**src/rtl/core/sorted_key_value_table_top_assert.svh**
```systemverilog
// ----------------------------------------------------------------------------
// sorted key/value table assertion macros
// concurrent checks on the top level, compiled out with NO_ASSERTIONS
// ----------------------------------------------------------------------------
`ifndef SORTED_KEY_VALUE_TABLE_TOP_ASSERT_SVH
`define SORTED_KEY_VALUE_TABLE_TOP_ASSERT_SVH

`ifndef NO_ASSERTIONS

// checked every cycle out of reset
`define SKVT_ASSERT(lbl, prop, msg) \
  lbl: assert property (@(posedge clk) disable iff (rst) prop) else $error(msg);

// checked during reset as well
`define SKVT_ASSERT_ALWAYS(lbl, prop, msg) \
  lbl: assert property (@(posedge clk) prop) else $error(msg);

`else

`define SKVT_ASSERT(lbl, prop, msg)
`define SKVT_ASSERT_ALWAYS(lbl, prop, msg)

`endif

`endif

```
**src/rtl/core/skvt_pkg.sv**
```systemverilog
// ----------------------------------------------------------------------------
// skvt_pkg
// shared constants, codes and cell link types of the sorted key/value table
// ----------------------------------------------------------------------------
package skvt_pkg;

  localparam int DEPTH      = 64;
  localparam int KEY_BYTES  = 8;
  localparam int KEY_BITS   = KEY_BYTES * 8;
  localparam int VALUE_BITS = 32;
  localparam int CNT_W      = $clog2(DEPTH + 1);

  // fixed field widths of the channels
  localparam int FUNC_W     = 2;
  localparam int KEY_W      = 64;
  localparam int VAL_W      = 32;
  localparam int STATUS_W   = 2;
  localparam int ECOUNT_W   = 7;
  localparam int CAP_W      = 7;
  localparam logic [CAP_W-1:0] CAP_RESET = CAP_W'(64);

  typedef enum logic [FUNC_W-1:0] {
    FUNC_PUT    = 2'd0,
    FUNC_GET    = 2'd1,
    FUNC_REMOVE = 2'd2
  } func_t;

  typedef enum logic [STATUS_W-1:0] {
    STAT_OK        = 2'd0,
    STAT_FULL      = 2'd1,
    STAT_NOT_FOUND = 2'd2
  } status_t;

  // what one cell shows its neighbors
  typedef struct packed {
    logic [KEY_BITS-1:0]   key;
    logic [VALUE_BITS-1:0] value;
    logic                  gt;
  } link_t;

  // update command broadcast to every cell
  typedef struct packed {
    logic                  ins;
    logic                  upd;
    logic                  rem;
    logic [KEY_BITS-1:0]   key;
    logic [VALUE_BITS-1:0] value;
  } cmd_t;

endpackage

```
**src/rtl/core/skvt_cell.sv**
```systemverilog
// ----------------------------------------------------------------------------
// skvt_cell
// one table slot: holds a key/value pair, compares it against the request
// key and shifts to or from its neighbors on insert and remove
// ----------------------------------------------------------------------------
module skvt_cell (
  input  logic                           clk,
  input  logic                           cmp_en,
  input  logic [skvt_pkg::KEY_BITS-1:0]  cmp_key,
  input  logic                           live,
  input  logic                           at_count,
  input  logic                           commit,
  input  skvt_pkg::cmd_t                 cmd,
  input  skvt_pkg::link_t                left,
  input  skvt_pkg::link_t                right,
  output skvt_pkg::link_t                self_link,
  output logic                           hit,
  output logic [skvt_pkg::VALUE_BITS-1:0] value_q
);
  import skvt_pkg::*;

  logic [KEY_BITS-1:0]   key;
  logic [VALUE_BITS-1:0] value;
  logic                  eq;
  logic                  gt;

  always_ff @(posedge clk) begin
    if (cmp_en) begin
      eq <= live && (key == cmp_key);
      gt <= live && (key > cmp_key);
    end
    if (commit) begin
      if (cmd.ins) begin
        // everything above the new key moves up by one
        if (left.gt) begin
          key   <= left.key;
          value <= left.value;
        end else if (gt || at_count) begin
          key   <= cmd.key;
          value <= cmd.value;
        end
      end else if (cmd.upd) begin
        if (eq) begin
          value <= cmd.value;
        end
      end else if (cmd.rem) begin
        // the hit slot and everything above it close the gap
        if (eq || gt) begin
          key   <= right.key;
          value <= right.value;
        end
      end
    end
  end

  assign self_link.key   = key;
  assign self_link.value = value;
  assign self_link.gt    = gt;
  assign hit             = eq;
  assign value_q         = value;

endmodule

```
**config.mk**
```make
export PLATFORM = sky130hd
export DESIGN_NAME = skvt_cell
export DESIGN_NICKNAME = d
export VERILOG_FILES = /design/src/rtl/core/sorted_key_value_table_top_assert.svh /design/src/rtl/core/skvt_pkg.sv /design/src/rtl/core/skvt_cell.sv
export SDC_FILE = /design/constraint.sdc
export NUM_CORES = 1
export LEC_CHECK = 0
export ABC_AREA = 1
export BUFFER_PORTS_ARGS = -buffer_cell sky130_fd_sc_hd__buf_4
export CAP_MARGIN = 20
export CORE_AREA = 4 4 190 192
export DETAILED_ROUTE_END_ITERATION = 8
export DIE_AREA = 0 0 194 196
export PLACE_DENSITY = 0.54
export SYNTH_ARGS = -nofsm -noshare
export SYNTH_HDL_FRONTEND = slang
export SYNTH_SLANG_ARGS = --single-unit
export TNS_END_PERCENT = 100
```
**constraint.sdc**
```tcl
create_clock -name clk -period 15.17 [get_ports clk]
set_input_delay 0.7585 -clock clk [delete_from_list [all_inputs] [get_ports clk]]
set_output_delay 0.7585 -clock clk [all_outputs]
set_load 0.01 [all_outputs]
```
==> flow_summary.yaml, run 1 <==
outcome:
  run_status: "completed"
yosys:
  synth_top_area_share: 0.403
  ys_warn_count: 0
  syn-instance-count: 914
  synth_largest_area_cell: "edfxtp_1"
  synth_area_per_cell_sq_um: 7.98
  synth.ff_latch_count: 98
  syn_nets: 1340
  post_synth_instance_area_sq_mm: 0.00729
  synth.area.top_cells: "edfxtp_1, ha_1, nand2_1"
  yosys.cell_types.count: 32
  seq_area_frac_synth: 0.403
critical_path:
  slowest_stage: "buf_4"
  worst-endpoint-arrival_ns: 3.04
  critical_path.reg2reg.endpoint: "gt"
  endpoint: "key[8]"
  timing.critical_path.slowest_cell_delay_ns: 0.57
  reg2reg_slack_ns: 13.24
  cp_common_cell: "buf_4"
  setup.worst_path.start: "left[0]"
  worst_path_fanout_max: 52
  startpoint_type: "primary input"
  timing.critical_path.cells: "buf_4, buf_4, inv_4, buf_4, nor2_1, o21ai_0"
  worst_path_required_ns: 15.27
  worst-setup-path-type: "primary input to register"
  r2r_start: "key[22]"
  r2r.worst_path.cells: 9
  worst_setup_path_end_kind: "register"
cells_and_area:
  sequential_standard_cell_area_sq_mm: 0.00294
  final_layout_size_suffix_gt1_frac: 0.396
  area_growth_syn_to_layout_pct: 57.0
  combined_area_of_the_multi_input_logic_cells_sq_mm: 0.00353
  final_core_util: 0.333
  num_antenna_cells: 0
  num-fill-cells: 3680
  final_net_count: 1768
power:
  p_int_mw: 0.593
  irDropWorstVdd_uv: 49.4
  p_clk_frac: 0.314
  sequentialPowerShare: 0.403
  comb_power_share: 0.283
  power_density_over_the_cells_mw_per_mm2: 73.1
  switching_fraction: 0.291
  cellLeakagePower_nw: 5.44
  power.net_switching_mw: 0.244
cts:
  post_cts_hold_buffer_count: 0
  cts-buffers-inserted: 9
  tritoncts_clock_tree: "yes"
  cts.sink_count: 98
  cts_setup_buffers: 0
  clock-root-buffer: "clkbuf_16"
  post_cts.resized_instances: 0
  worst_setup_hold_path_clk_slew_ns: 0.07
  cts_max_level: 3
  cts.path.max_buffers: 2
  clock_latency_ns: 0.36
min_path:
  hold_path_class: "primary input to register"
timing:
  worst_slack_ns: 12.23
  worst_pin_slew_ns: 0.753
  period_share: 0.194
  final-max-slew-violation-count: 0
  max_clock_freq_ghz: 0.341
  timing.final.crit_period_ns: 2.94
  relSlewSlack: 0.497
  report.final.setup_viol: 0
  final.setup_skew_ns: 0.00931
  finalHoldViolCount: 0
  finalSetupTns_ns: 0
  rsz_0062_raised_after_global_routing: "false"
detailed_routing:
  dr.first_iter.drc_count: 302
  via_count: 7975
  detailedRoute.firstPassIterationCount: 5
  drc: 0
  route.detailed.wl_per_inst_um: 17.8
  detail-route-antenna-nets: 0
  route.final.wire_length_um: 32100
  via_per_inst: 4.43
floorplanning:
  floorplan.die_area_sq_mm: 0.0380
  std_cell_rows: 68
  io-pin-count: 492
  die_width_um: 194
  die-height_um: 196
  starting_utilization_of_the_core_area: 0.212
  core-area_sq_mm: 0.0344
global_routing:
  first_global_vias: 8116
  grt_start_max_net_pins: 58
  global_route_congestion_overflow_total: 0
  antenna_violations_before_repair: 1
  grt_pass1_wl_um: 46800
  global_route.usage.total: 0.159
job:
  max-cap-violations: 0
placed_design:
  gpl.final_weighted_congestion: 0.899
  detailedPlacementHpwl_um: 26200
  pre_cts_slack_ns: 11.85
  port_buffers: 490
==> worst min-delay path by stage <==
stage	from	end	slack, ns	cells past startpoint
after floorplan	cmp_en	gt	0.87	0
after global placement	cmp_en	hit	0.97	1
after detailed placement	cmp_en	gt	0.98	1
after CTS	cmp_en	gt	0.58	1
after global routing	cmp_en	gt	0.59	1
final	cmp_en	gt	0.61	1
==> flip-flops by register name, summed over array words and instances (netlist names) <==
| register | cells |
|---|---|
| hit | 1 |
| gt | 1 |
| key | 64 |
| value_q | 32 |
==> Yosys cell counts (all sizes together) <==
cell type  instances
edfxtp            98
and3b              1
o41ai              1
a21oi             24
nand3             41
and2               1
ha                64
a211oi             1
o21a               3
buf               58
clkbuf            23
nor2             123
o211ai            32
o21ai            163
nor3               6
a21o               4
nand2            173
inv               90
nand4              8
==> cell type report <==
| type | count | area share |
|---|---|---|
| timing repair buffer | 498 | 0.327 |
| tap | 455 | 0.0497 |
| clock buffer | 9 | 0.0197 |
| clock inverter | 7 | 0.00885 |
| multi-input combinational | 645 | 0.308 |
| inverter | 90 | 0.0298 |
| sequential | 98 | 0.257 |
==> power by group through the flow <==
stage                     Clock (mW)  Sequential [mW]  Combinational (mW)
after detailed placement           0            0.344               0.240
after global placement             0            0.344               0.237
after CTS                      0.274            0.339               0.241
after global routing           0.285            0.340               0.263
after floorplan                    0            0.349               0.100
final                          0.263            0.338               0.237
==> critical path: cells and delay by family <==
| family | cells | cell delay, ns |
|---|---|---|
| compound gates | 1 | 0.41 |
| buf+inv | 4 | 1.67 |
| simple gates | 1 | 0.07 |
==> cells in the final DEF, fill, tap and decap left out, drive strengths merged, types with 3 or more instances in the layout <==
| cell type | n |
|---|---|
| edfxtp | 98 |
| ha | 64 |
| a21o | 4 |
| a21oi | 24 |
| o21ai | 163 |
| nor3 | 6 |
| nand3 | 41 |
| nand2 | 173 |
| nor2 | 123 |
| clkbuf | 9 |
| o21a | 3 |
| nand4 | 8 |
| inv | 91 |
| buf | 498 |
| o211ai | 32 |
==> stage by stage <==
stage,hold WS (ns),total power [mW],instance area (sq um),std cells
5_1_grt,0.594,0.888,11400,1802
2_1_floorplan,0.871,0.449,7290,914
4_1_cts,0.583,0.853,11400,1802
3_5_place_dp,0.975,0.584,11100,1786
3_3_place_gp,0.967,0.581,11100,1786
6_report,0.611,0.837,11400,1802
==> logic make-up after synthesis <==
group / synth area share
AND/OR/NAND/NOR: 0.200
adder cells (fa/ha/maj): 0.110
AO/OA/AOI/OAI: 0.172
flip-flops: 0.403
buffers and inverters: 0.115
==> routing by layer <==
layer	vias to the layer above	wire (um)	global-route usage
li1	3935	-	-
met3	43	2320	0.0326
met4	0	929	0.0599
met2	373	16100	0.285
met5	-	0	0
met1	3624	12700	0.187
Note: power is estimated with default switching activity, not from simulation.
==> run 2: changes to the inputs <==
--- a/config.mk
+++ b/config.mk
@@ -8,9 +8,9 @@
 export ABC_AREA = 1
 export BUFFER_PORTS_ARGS = -buffer_cell sky130_fd_sc_hd__buf_4
 export CAP_MARGIN = 20
-export CORE_AREA = 4 4 190 192
+export CORE_AREA = 4 4 191 193
 export DETAILED_ROUTE_END_ITERATION = 8
-export DIE_AREA = 0 0 194 196
+export DIE_AREA = 0 0 195 197
 export PLACE_DENSITY = 0.54
 export SYNTH_ARGS = -nofsm -noshare
 export SYNTH_HDL_FRONTEND = slang
==> constraint.sdc (replaced) <==
create_clock -name clk -period 3 [get_ports clk]
set_input_delay 0.15 -clock clk [delete_from_list [all_inputs] [get_ports clk]]
set_output_delay 0.15 -clock clk [all_outputs]
set_load 0.01 [all_outputs]
==> run 2 against run 1 <==
Clock power grew to 5.1 times the previous value. Total power increased to 5.1 times the previous value. Core utilization grew 0.061 points. Critical path depth up 1. Hold slack got worse by 0.55 ns. Critical path type is now register to register. Largest cell class unchanged.
==> flow_summary.yaml, run 2 (same netlist as run 1, synthesis figures left out) <==
floorplanning:
  io-pin-count: 492
  die-height_um: 197
  floorplan.die_area_sq_mm: 0.0384
  core-area_sq_mm: 0.0345
  std_cell_rows: 68
  die_width_um: 195
  starting_utilization_of_the_core_area: 0.211
power:
  irDropWorstVdd_uv: 244
  power_density_over_the_cells_mw_per_mm2: 371
  cellLeakagePower_nw: 5.48
critical_path:
  r2r.worst_path.cells: 7
  worst-endpoint-arrival_ns: 2.12
  worst_setup_path_end_kind: "register"
  timing.critical_path.cells: "ha_1, nand2_1, nor2_1, nand4_1, nor3_1, nand4_1, nor3_2"
  worst_path_fanout_max: 4
  r2r_start: "key[43]"
  critical_path.top_delay_family: "simple AND/OR/NAND/NOR gates"
  worst-path-buf-inv: 0
  cp_common_cell: "nand4_1"
  reg2reg_slack_ns: 1.06
  critical_path.reg2reg.endpoint: "hit"
  startpoint_type: "register"
  timing.critical_path.slowest_cell_delay_ns: 0.47
  slowest_stage: "edfxtp_1"
  worst-setup-path-type: "register to register"
  worst_path_required_ns: 3.19
timing:
  report.final.setup_viol: 0
  timing.final.crit_period_ns: 1.94
  period_share: 0.646
  finalSetupTns_ns: 0
  worst_slack_ns: 1.06
  relSlewSlack: 0.264
  max_clock_freq_ghz: 0.516
  finalHoldViolCount: 0
  final.setup_skew_ns: 0.0192
  worst_pin_slew_ns: 1.10
  rsz_0062_raised_after_global_routing: "false"
  final-max-slew-violation-count: 0
cells_and_area:
  mostFrequentLayoutCell: "buf_4"
  stdcell_area_sq_mm: 0.0115
  final_net_count: 1774
  area_growth_syn_to_layout_pct: 58.0
  final_layout_size_suffix_gt1_frac: 0.397
  registers.top_by_ff_count: "key"
  largest_reg_flops: 64
  final_cell_mix: "buf_4, nand2_1, o21ai_0"
  final_core_util: 0.334
  num_antenna_cells: 0
global_routing:
  met1_usage: 0.192
  global_route.usage.total: 0.158
  grt_busiest_layer: "met2"
  first_global_vias: 8051
  globalRouteMet2Util: 0.283
  global_route.usage.met3: 0.0371
  grt_start_max_net_pins: 97
  antenna_violations_before_repair: 0
  global_route_congestion_overflow_total: 0
  grt_pass1_wl_um: 46900
placed_design:
  port_buffers: 490
  detailedPlacementHpwl_um: 26200
  pre_cts_slack_ns: 0.989
  gpl.final_weighted_congestion: 0.915
  placed_standard_cell_area_sq_mm: 0.0112
cts:
  clock-root-buffer: "clkbuf_16"
  cts.path.max_buffers: 2
  cts_max_level: 3
  tritoncts_clock_tree: "yes"
  cts-buffers-inserted: 9
  clock_latency_ns: 0.36
  worst_setup_hold_path_clk_slew_ns: 0.09
  cts.sink_count: 98
  cts_setup_buffers: 0
detailed_routing:
  detailedRoute.firstPassIterationCount: 5
  route.final.wire_length_um: 32700
  route.detailed.wl_per_inst_um: 18.1
  detail-route-antenna-nets: 0
  dr.first_iter.drc_count: 290
  via_count: 7956
  via_per_inst: 4.40
  drc: 0
min_path:
  hold_depth: 3
  hold-path-endpoint: "key[17]"
  hold_path_startpoint: "right[50]"
  hold_path_class: "primary input to register"
job:
  max-cap-violations: 0
outcome:
  run_status: "completed"
run 2: cell types whose count changed in the layout (fill, tap and decap cells not counted):
cell	change
clkbuf_1	+1
nor3_2	-1
nor3_4	+1
buf_4	+3
buf_12	+2
dlygate4sd3_1	+1
inv_8	+1
clkinv_4	-1
clkinvlp_4	-1
run 2: area by class of cell:
| cell class | instances | area (sq um) |
|---|---|---|
| inverters | 90 | 342 |
| fillers | 3684 | 23000 |
| clock buffers | 10 | 229 |
| multi-input cells | 645 | 3540 |
| clock inverters | 6 | 96.3 |
| repair buffers | 504 | 3810 |
| well taps | 455 | 569 |
| flip-flops and latches | 98 | 2940 |
run 2: worst min-delay path: cells and delay by family:
kind / cells / cell delay [ns]
buf+inv: 1 / 0.08
compound gates: 1 / 0.05
simple gates: 1 / 0.04
run 2: what timing repair did:
| action | in CTS | in global routing |
|---|---|---|
| endpoints found under the hold margin | 2 | 0 |
| hold buffers | 1 | 0 |
| resized for setup | 0 | 0 |
| setup endpoints to repair | 0 | 0 |
run 2: per-stage QoR:
stage | std cells | power, mW | hold WS (ns)
after global placement | 1791 | 2.96 | 0.360
after global routing | 1808 | 4.53 | 0.0611
final | 1808 | 4.27 | 0.0624
after detailed placement | 1791 | 2.97 | 0.363
after CTS | 1808 | 4.36 | 0.0431
after floorplan | 914 | 2.27 | 0.262
run 2: worst max path at each step:
stage	startpoint	endpoint	slack, ns	depth (start not counted)
after detailed placement	cmd[98]	key[36]	0.99	5
after floorplan	cmd[98]	key[0]	0.41	4
after global placement	cmd[98]	key[43]	0.98	5
after CTS	key[43]	hit	1.04	7
after global routing	key[43]	hit	0.91	7
final	key[43]	hit	1.06	7
run 2: routing by layer:
layer  up-vias  wire (um)
met1      3628      13200
li1       3943          -
met2       356      16500
met4         0        667
met5         -          0
met3        29       2230
run 2: power by group:
| part | switching (mW) | internal [mW] |
|---|---|---|
| registers | 0.0670 | 1.64 |
| clock network | 0.601 | 0.746 |
| logic | 0.587 | 0.634 |
| total | 1.25 | 3.02 |
==> run 3: changes to the inputs <==
--- a/config.mk
+++ b/config.mk
@@ -8,10 +8,10 @@
 export ABC_AREA = 1
 export BUFFER_PORTS_ARGS = -buffer_cell sky130_fd_sc_hd__buf_4
 export CAP_MARGIN = 20
-export CORE_AREA = 4 4 191 193
+export CORE_AREA = 4 4 189 191
 export DETAILED_ROUTE_END_ITERATION = 8
-export DIE_AREA = 0 0 195 197
-export PLACE_DENSITY = 0.54
+export DIE_AREA = 0 0 193 195
+export PLACE_DENSITY = 0.56
 export SYNTH_ARGS = -nofsm -noshare
 export SYNTH_HDL_FRONTEND = slang
 export SYNTH_SLANG_ARGS = --single-unit
==> constraint.sdc (replaced) <==
create_clock -name clk -period 1.76 [get_ports clk]
set_input_delay 0.088 -clock clk [delete_from_list [all_inputs] [get_ports clk]]
set_output_delay 0.088 -clock clk [all_outputs]
set_load 0.01 [all_outputs]
==> run 3 against run 2 <==
The run now ends with negative setup slack left. Clock power grew 50%. Largest power group unchanged. Global-route usage is 0.12 points higher. Setup slack worse by 1.1 ns.
==> flow_summary.yaml, run 3 (same netlist as run 1, synthesis figures left out) <==
cells_and_area:
  final_core_util: 0.357
  combined_area_of_the_multi_input_logic_cells_sq_mm: 0.00373
  largest_reg_flops: 64
  mostFrequentLayoutCell: "buf_4"
  final_cell_count_no_fill: 1852
  final_layout_size_suffix_gt1_frac: 0.426
  sequential_standard_cell_area_sq_mm: 0.00294
  area_growth_syn_to_layout_pct: 66.8
  registers.top_by_ff_count: "key"
  final_net_count: 1818
  num_antenna_cells: 0
  final_cell_mix: "buf_4, nand2_1, o21ai_0"
  num-fill-cells: 3538
detailed_routing:
  route.final.wire_length_um: 32700
  detail-route-antenna-nets: 0
  route.detailed.wl_per_inst_um: 17.7
  detailedRoute.firstPassIterationCount: 4
  drc: 0
  dr.first_iter.drc_count: 335
  via_per_inst: 4.44
  via_count: 8224
global_routing:
  global_route.usage.total: 0.160
  first_global_vias: 8145
  grt_start_max_net_pins: 97
  grt_pass1_wl_um: 46200
  global_route_congestion_overflow_total: 0
  antenna_violations_before_repair: 0
critical_path:
  r2r.worst_path.cells: 8
  worst-endpoint-arrival_ns: 2.03
  worst_path_fanout_max: 3
  critical_path.reg2reg.endpoint: "gt"
  timing.critical_path.cells: "ha_4, nand2_2, nor2_4, and2_4, nand4_1, nor3_2, nand2_2, a21oi_2"
  reg2reg_slack_ns: -0.05
  critical_path.top_delay_family: "simple AND/OR/NAND/NOR gates"
  slowest_stage: "edfxtp_1"
  worst_setup_path_end_kind: "register"
  worst_path_required_ns: 1.98
  cp_common_cell: "nand2_2"
  worst-setup-path-type: "register to register"
  worst-path-buf-inv: 0
  startpoint_type: "register"
  timing.critical_path.slowest_cell_delay_ns: 0.44
  r2r_start: "key[61]"
floorplanning:
  io-pin-count: 492
  die-height_um: 195
  floorplan.die_area_sq_mm: 0.0376
  die_width_um: 193
  std_cell_rows: 68
  starting_utilization_of_the_core_area: 0.214
  core-area_sq_mm: 0.0341
cts:
  clock-root-buffer: "clkbuf_16"
  worst_setup_hold_path_clk_slew_ns: 0.08
  tritoncts_clock_tree: "yes"
  cts.sink_count: 98
  clock_latency_ns: 0.36
  cts_max_level: 3
  cts.path.max_buffers: 2
  cts-buffers-inserted: 9
timing:
  relSlewSlack: 0.617
  final.setup_skew_ns: 0.00787
  final-max-slew-violation-count: 0
  max_clock_freq_ghz: 0.553
  period_share: 1.03
  report.final.setup_viol: 22
  timing.hold.ws_ns: 0.0186
  worst_slack_ns: -0.0468
  worst_pin_slew_ns: 0.574
  finalHoldViolCount: 0
  timing.final.crit_period_ns: 1.81
  rsz_0062_raised_after_global_routing: "true"
  finalSetupTns_ns: -0.386
placed_design:
  gpl.final_weighted_congestion: 0.803
  detailedPlacementHpwl_um: 26600
  placed_cells: 1811
  port_buffers: 490
min_path:
  hold_depth: 3
  hold-path-endpoint: "key[14]"
  hold_path_class: "primary input to register"
  hold_path_startpoint: "right[47]"
power:
  irDropWorstVdd_uv: 449
  power_density_over_the_cells_mw_per_mm2: 593
  cellLeakagePower_nw: 5.73
outcome:
  run_status: "finished, violations left"
  failing_checks: "negative setup slack"
job:
  max-cap-violations: 0
run 3: cell types whose count changed in the layout (fill, tap and decap cells not counted), sizes merged:
cell / delta
dlygate4sd3: +8
clkinv: +3
clkinvlp: +1
buf: +35
bufinv: -2
inv: -1
run 3: where the power goes:
part / switching (mW) / internal (mW)
clock: 1.04 / 0.990
combinational: 1.06 / 1.22
sequential: 0.116 / 2.79
run 3: worst max path at each step:
stage,startpoint,to,slack (ns),depth (start not counted)
after floorplan,hit,key[0],-0.82,3
after global placement,key[3],gt,-0.28,8
after detailed placement,key[3],gt,-0.26,8
after CTS,key[63],gt,-0.08,8
after global routing,key[27],gt,-0.15,12
final,key[61],gt,-0.05,8
run 3: metal layers:
| layer | global-route usage | up-vias | wire (um) |
|---|---|---|---|
| met5 | 0 | - | 0 |
| met4 | 0.0383 | 0 | 487 |
| met3 | 0.0368 | 22 | 2470 |
| met2 | 0.295 | 356 | 17000 |
| met1 | 0.185 | 3813 | 12700 |
| li1 | - | 4033 | - |
run 3: what timing repair did:
action	in CTS	in global routing
hold buffers	9	0
hold endpoints to repair	10	0
buffers inserted	0	14
setup endpoints to repair	10	56
resized for setup	5	30
pin swaps	0	6
gates cloned	0	2
run 3: worst reg2reg max path: cells and delay by family (launching register included):
family / cells / cell delay (ns)
fa+ha+maj: 1 / 0.29
simple gates: 6 / 0.84
compound gates: 1 / 0.11
flops: 1 / 0.44
run 3: metrics by stage:
step | setup WS [ns] | area (sq um) | power (mW)
CTS | -0.0802 | 11800 | 7.24
global placement | -0.283 | 11400 | 5.11
global route | -0.147 | 12200 | 7.64
floorplan | -0.818 | 7310 | 3.86
finish | -0.0468 | 12200 | 7.21
detailed placement | -0.256 | 11400 | 5.14
run 3: cell type report:
cell class,count,area share
repair buffers,548,0.353
multi-input cells,645,0.307
well taps,455,0.0468
flip-flops and latches,98,0.242
clock inverters,7,0.00524
inverters,90,0.0281
clock buffers,9,0.0185
